[src/hdl/hcr_pkg.sv]
package hcr_pkg;
  localparam int MAX_WIDTH_DEF = 2048;
  localparam int LINE_ROWS     = 4;
  localparam int RESP_W        = 42;

  localparam logic [1:0] CFG_WIDTH  = 2'd0;
  localparam logic [1:0] CFG_HEIGHT = 2'd1;
  localparam logic [1:0] CFG_MARGIN = 2'd2;
  localparam logic [1:0] CFG_K      = 2'd3;

  localparam logic signed [RESP_W-1:0] RESP_MIN = {1'b1, {(RESP_W-1){1'b0}}};

  typedef struct packed {
    logic load;
    logic win_shift;
    logic acc_clr;
    logic acc_en;
    logic fin1;
    logic fin2;
    logic fin3;
    logic emit;
  } hcr_cmd_t;

  typedef struct packed {
    logic scored;
  } hcr_sts_t;
endpackage

[src/hdl/hcr_ctrl.sv]
module hcr_ctrl
  import hcr_pkg::*;
(
  input  logic     clk,
  input  logic     rst_n,
  input  logic     in_valid,
  output logic     in_stall,
  output logic     out_valid,
  input  logic     out_stall,
  input  hcr_sts_t sts,
  output hcr_cmd_t cmd
);
  typedef enum logic [6:0] {
    S_IDLE = 7'b0000001,
    S_WIN  = 7'b0000010,
    S_ACC  = 7'b0000100,
    S_F1   = 7'b0001000,
    S_F2   = 7'b0010000,
    S_F3   = 7'b0100000,
    S_OUT  = 7'b1000000
  } state_t;

  state_t state_r, state_nxt;
  logic [3:0] cnt_r, cnt_nxt;
  logic ov_r, ov_nxt;

  always_comb begin
    state_nxt = state_r;
    cnt_nxt = cnt_r;
    ov_nxt = ov_r;
    cmd = '0;
    in_stall = 1'b1;
    if (ov_r && !out_stall) ov_nxt = 1'b0;
    unique case (state_r)
      S_IDLE: begin
        in_stall = 1'b0;
        if (in_valid) begin
          cmd.load = 1'b1;
          state_nxt = S_WIN;
        end
      end
      S_WIN: begin
        cmd.win_shift = 1'b1;
        cmd.acc_clr = 1'b1;
        cnt_nxt = '0;
        state_nxt = sts.scored ? S_ACC : S_IDLE;
      end
      S_ACC: begin
        cmd.acc_en = 1'b1;
        cnt_nxt = cnt_r + 4'd1;
        if (cnt_r == 4'd8) state_nxt = S_F1;
      end
      S_F1: begin
        cmd.fin1 = 1'b1;
        state_nxt = S_F2;
      end
      S_F2: begin
        cmd.fin2 = 1'b1;
        state_nxt = S_F3;
      end
      S_F3: begin
        cmd.fin3 = 1'b1;
        state_nxt = S_OUT;
      end
      S_OUT: begin
        if (!ov_r || !out_stall) begin
          cmd.emit = 1'b1;
          ov_nxt = 1'b1;
          state_nxt = S_IDLE;
        end
      end
      default: state_nxt = S_IDLE;
    endcase
  end

  assign out_valid = ov_r;

  always_ff @(posedge clk) begin
    if (!rst_n) begin
      state_r <= S_IDLE;
      cnt_r <= '0;
      ov_r <= 1'b0;
    end else begin
      state_r <= state_nxt;
      cnt_r <= cnt_nxt;
      ov_r <= ov_nxt;
    end
  end
endmodule

[config.mk]
export PLATFORM = sky130hd
export DESIGN_NAME = hcr_ctrl
export DESIGN_NICKNAME = d
export VERILOG_FILES = /design/src/hdl/hcr_pkg.sv /design/src/hdl/hcr_ctrl.sv
export SDC_FILE = /design/constraint.sdc
export NUM_CORES = 1
export LEC_CHECK = 0
export ABC_AREA = 1
export BUFFER_PORTS_ARGS = -buffer_cell sky130_fd_sc_hd__buf_2
export CORE_AREA = 8 8 45 47
export CTS_CLUSTER_SIZE = 28
export DETAILED_ROUTE_END_ITERATION = 10
export DIE_AREA = 0 0 53 55
export GPL_ROUTABILITY_DRIVEN = 0
export PLACE_DENSITY = 0.78
export SYNTH_ARGS = -nofsm -noshare
export SYNTH_HDL_FRONTEND = slang
export SYNTH_SLANG_ARGS = --single-unit
[constraint.sdc]
create_clock -name clk -period 3.5 [get_ports clk]
set_clock_uncertainty 0.05 [all_clocks]
set_input_delay 0.175 -clock clk [delete_from_list [all_inputs] [get_ports clk]]
set_output_delay 0.175 -clock clk [all_outputs]
set_load 0.1 [all_outputs]
# ---- Word level (Yosys, flattened, before mapping)
# Cells that the tools add are included.
dict set report word_totals {
  reg_bits 12
  wordCells 40
}
dict set report op_classes {
  n_mux 19
  eq_ne 11
  n_reduce_logical 6
  n_addsub 1
}
# operator n
set op_table {}
lappend op_table {{$pmux 7 s7} 1}
lappend op_table {{$mux 7} 3}
lappend op_table {{$mux 1} 12}
lappend op_table {{$pmux 4 s2} 1}
lappend op_table {{$eq 7x1->1 const B} 1}
lappend op_table {{$eq 7x2->1 const B} 1}
lappend op_table {{$eq 7x3->1 const B} 1}
lappend op_table {{$eq 7x4->1 const B} 1}
lappend op_table {{$eq 7x5->1 const B} 1}
lappend op_table {{$eq 7x6->1 const B} 1}
lappend op_table {{$eq 7x7->1 const B} 1}
lappend op_table {{$ne 2x2->1 const B} 3}
lappend op_table {{$add 4x1->4 const B} 1}
lappend op_table {{$eq 4x4->1 const B} 1}
lappend op_table {{$mux 3} 1}
lappend op_table {{$reduce_and 3->1} 1}
lappend op_table {{$logic_not 1->1} 2}
lappend op_table {{$mux 2} 1}
lappend op_table {{$reduce_bool 2->1} 1}
lappend op_table {{$logic_and 1x1->1} 1}
lappend op_table {{$logic_or 1x1->1} 1}

# ---- Logic depth before layout (Yosys ltp)
dict set report depth {
  ltp_word 5
  ltp_mapped 9
  depth_no_buf 9
}

# ---- Worst setup path before layout
# Ideal clock, no wire load.
dict set report synth_path {
  kind {register to output}
  startpoint {register state_r[4]}
  endpoint {output cmd[7] (netlist bit)}
  stages_incl_launch_ff 6
  path_slack_ps 747
  arrival_ps 2528
  path_buffers 0
  cell_sequence {dfxtp_1 -> nor2_4 -> nand2_4 -> nor2_4 -> inv_1 -> nor2_1}
}
# element line_no
set synth_lines {}
lappend synth_lines {{from (decl)} hcr_ctrl.sv:23} ;# state_t state_r, state_nxt;
lappend synth_lines {{from (signal assigned)} hcr_ctrl.sv:84} ;# state_r <= state_nxt;
lappend synth_lines {{to (decl)} hcr_ctrl.sv:11} ;# output hcr_cmd_t cmd

==> impl_metrics.csv <==
group,metric,value,unit
sta,whs,0.1244,ns
clock_tree,clock_path_buffers,2,
sta,finalCriticalPeriod,1.865,ns
route,dr.pass1.iters,4,
global_route,grt_pass1_wl,2601,um
critical_path,worstSetupPathType,"reg -> out",
sta,drv_slew,0,
hold_path,holdPathEnd,"cnt_r[0]",
route,postRouteAntennaNets,0,
critical_path,crit_top_cell,"nor2_4",
place,place_inst,130,
route,drt_iter0_drc,7,
clock_tree,cts_made_buffers,3,
sta,fmax,536.3,MHz
global_route,grt_pass1_vias,629,
layout,diodes,0,
power_and_ir_drop,seq_power_share,40.8,%
yosys,syn_nets,108,
power_and_ir_drop,p_int,0.2064,mW
power_and_ir_drop,switching_share,42.41,%
critical_path,crit_slowest_cell,"buf_2",
clock_tree,root_buffer,"clkbuf_4",
power_and_ir_drop,powerDensity,439.3,nW/um^2
critical_path,arrival,1.64,ns
critical_path,cpPeakStageDelay,0.42,ns
floorplanning,die_area,2915,um^2
layout,nNetsFinal,126,
layout,final_cells,133,
yosys,ys_warn_count,0,
critical_path,worst_setup_path_start_kind,"flip-flop",
layout,stdcell_area,815.8,um^2
hold_path,whs_path_depth,3,
critical_path,r2r_end,"state_r[0]",
power_and_ir_drop,leakagePower,0.3931,nW
global_route,grt_usage,11.90,%
clock_tree,clkSlewWorstSetupHoldPaths,0.07,ns
clock_tree,cts_hold_buffers,0,
sta,setup_viol,0,
critical_path,ff2ff_path_depth,8,
floorplanning,rows,14,
critical_path,worstPathRequired,3.27,ns
route,num_vias,658,
critical_path,rrSetupSlack,2.22,ns
place,numPortBuffers,14,
yosys,synth-seq-cells,12,
power_and_ir_drop,p_clk_share,23.2,%
layout,layout_common_cells,"18 x inv_1, 18 x nand2_1, 14 x buf_2",
yosys,netlist-cell-type-count,21,
layout,drive_gt1_share,28.21,%
critical_path,timing.rr.start,"state_r[4]",
power_and_ir_drop,share_comb_of_total_power,36.1,%
sta,max_slew_margin,67.72,%
critical_path,path_cells,"nor2_4 > nand2_4 > nor2_4 > inv_1 > nor2_1 > buf_2",
global_route,overflow,0,
critical_path,cp_max_fo,6,
route,wl_per_cell,10.99,um
clock_tree,cts_tree,"built",
clock_tree,clock-sinks,12,
floorplanning,start_util,51.36,%
floorplanning,io_pins,15,
route,wirelength,1462,um
critical_path,critPathCaptureType,"primary output",
hold_path,min_path_type,"in -> reg",
place,dpl-instance-area,793.3,um^2
clock_tree,post_cts_buffers,0,
yosys,ys_seq_area_share,33.80,%
yosys,synthCells,101,
job,maxCapViolCount,0,
sta,hold_viol,0,
clock_tree,htreeDepth,1,
power_and_ir_drop,ir_drop,0.3099,mV
sta,worst_pin_slew,0.4876,ns
floorplanning,die_w,53,um
clock_tree,clk_latency,0.27,ns
layout,area_growth_syn_to_layout,14.79,%
route,drcViolationCount,0,
floorplanning,die_h,55,um
yosys,synth_area,710.7,um^2
clock_tree,cts_resized,0,
floorplanning,core,1384,um^2
hold_path,hold_start,"rst_n",
sta,fin_crit_sh,53.27,%
global_route,grt_max_degree,11,
yosys,synth_area_per_cell,7.036,um^2
power_and_ir_drop,power_switching,0.1520,mW
place,dp_hpwl,1205,um
run_status,outcome,"completed",
global_route,antenna_found_initial,0,
sta,fin_tns_setup,0,ns
route,via_per_inst,4.947,
sta,rsz0062_at_grt,"false",
power by group through the flow:
stage / Combinational [mW] / Clock, mW / Sequential (mW)
2_1_floorplan: 0.111 / 0 / 0.149
3_3_place_gp: 0.128 / 0 / 0.150
3_5_place_dp: 0.130 / 0 / 0.150
4_1_cts: 0.130 / 0.0856 / 0.146
5_1_grt: 0.141 / 0.0927 / 0.147
6_report: 0.129 / 0.0830 / 0.146
sequential cells by signal, summed over array words and instances (netlist names):
signal,flops
out_valid,1
state_r,7
cnt_r,4
Yosys cell counts:
cell      instances  area [um^2]
a211oi_2          1        12.51
clkinv_1          1        3.750
nor2_4            3        33.78
inv_2             1        3.750
nand2_2           2        12.51
dfxtp_1          12        240.2
ha_1              2        25.02
nor2_1           13        48.80
o21ai_0           2        10.01
buf_4             1        7.510
nand3_2           2        20.02
nor3_1            5        25.02
nor2_8            1        20.02
nand2_1          18        67.56
nand2_4           1        11.26
inv_1            18        67.56
nor2_2            5        31.28
a21oi_1           5        25.02
nand3_1           6        30.03
nand4_1           1        6.260
xnor2_1           1        8.760
final cells by class:
type                    count  area [um^2]
well taps                  16        20.02
clock buffers               3        22.52
fillers                   142        568.0
flip-flops and latches     12        240.2
repair buffers             14        70.07
inverters                  20        75.07
multi-input cells          68        387.9
logic make-up after synthesis:
kind of cell / share of synthesized area (%)
AND/OR/NAND/NOR: 43.13
XOR/XNOR: 1.233
flip-flops: 33.80
adder cells (fa/ha/maj): 3.521
buffers and inverters: 11.62
AO/OA/AOI/OAI: 6.689
critical path, delay by kind of cell (launching register included):
| kind | cells | cell delay [ns] |
|---|---|---|
| AND/OR/NAND/NOR | 4 | 0.52 |
| buffers and inverters | 2 | 0.50 |
| flip-flops | 1 | 0.35 |
metrics by stage:
step | utilization [%] | setup WS [ns] | power, mW
finish | 58.95 | 1.635 | 0.3584
global route | 58.95 | 1.497 | 0.3806
CTS | 58.95 | 1.626 | 0.3621
detailed placement | 57.32 | 1.927 | 0.2793
global placement | 57.32 | 1.939 | 0.2772
floorplan | - | 0.7472 | 0.2593
worst max path at each step:
stage	from	end	depth (start not counted)
after global routing	state_r[0]	cmd[7]	7
after floorplan	state_r[4]	cmd[7]	5
final	state_r[4]	cmd[7]	6
after detailed placement	state_r[4]	cmd[7]	6
after global placement	state_r[4]	cmd[7]	6
after CTS	state_r[4]	cmd[7]	6
routing by layer:
layer	global-route usage, %	up-vias	share of wire [%]
met3	2.406	2	2.7
li1	-	345	-
met1	11.96	302	41
met4	7.759	0	1.6
met5	0	-	0
met2	21.88	9	54
(Power assumes the default switching activity.)
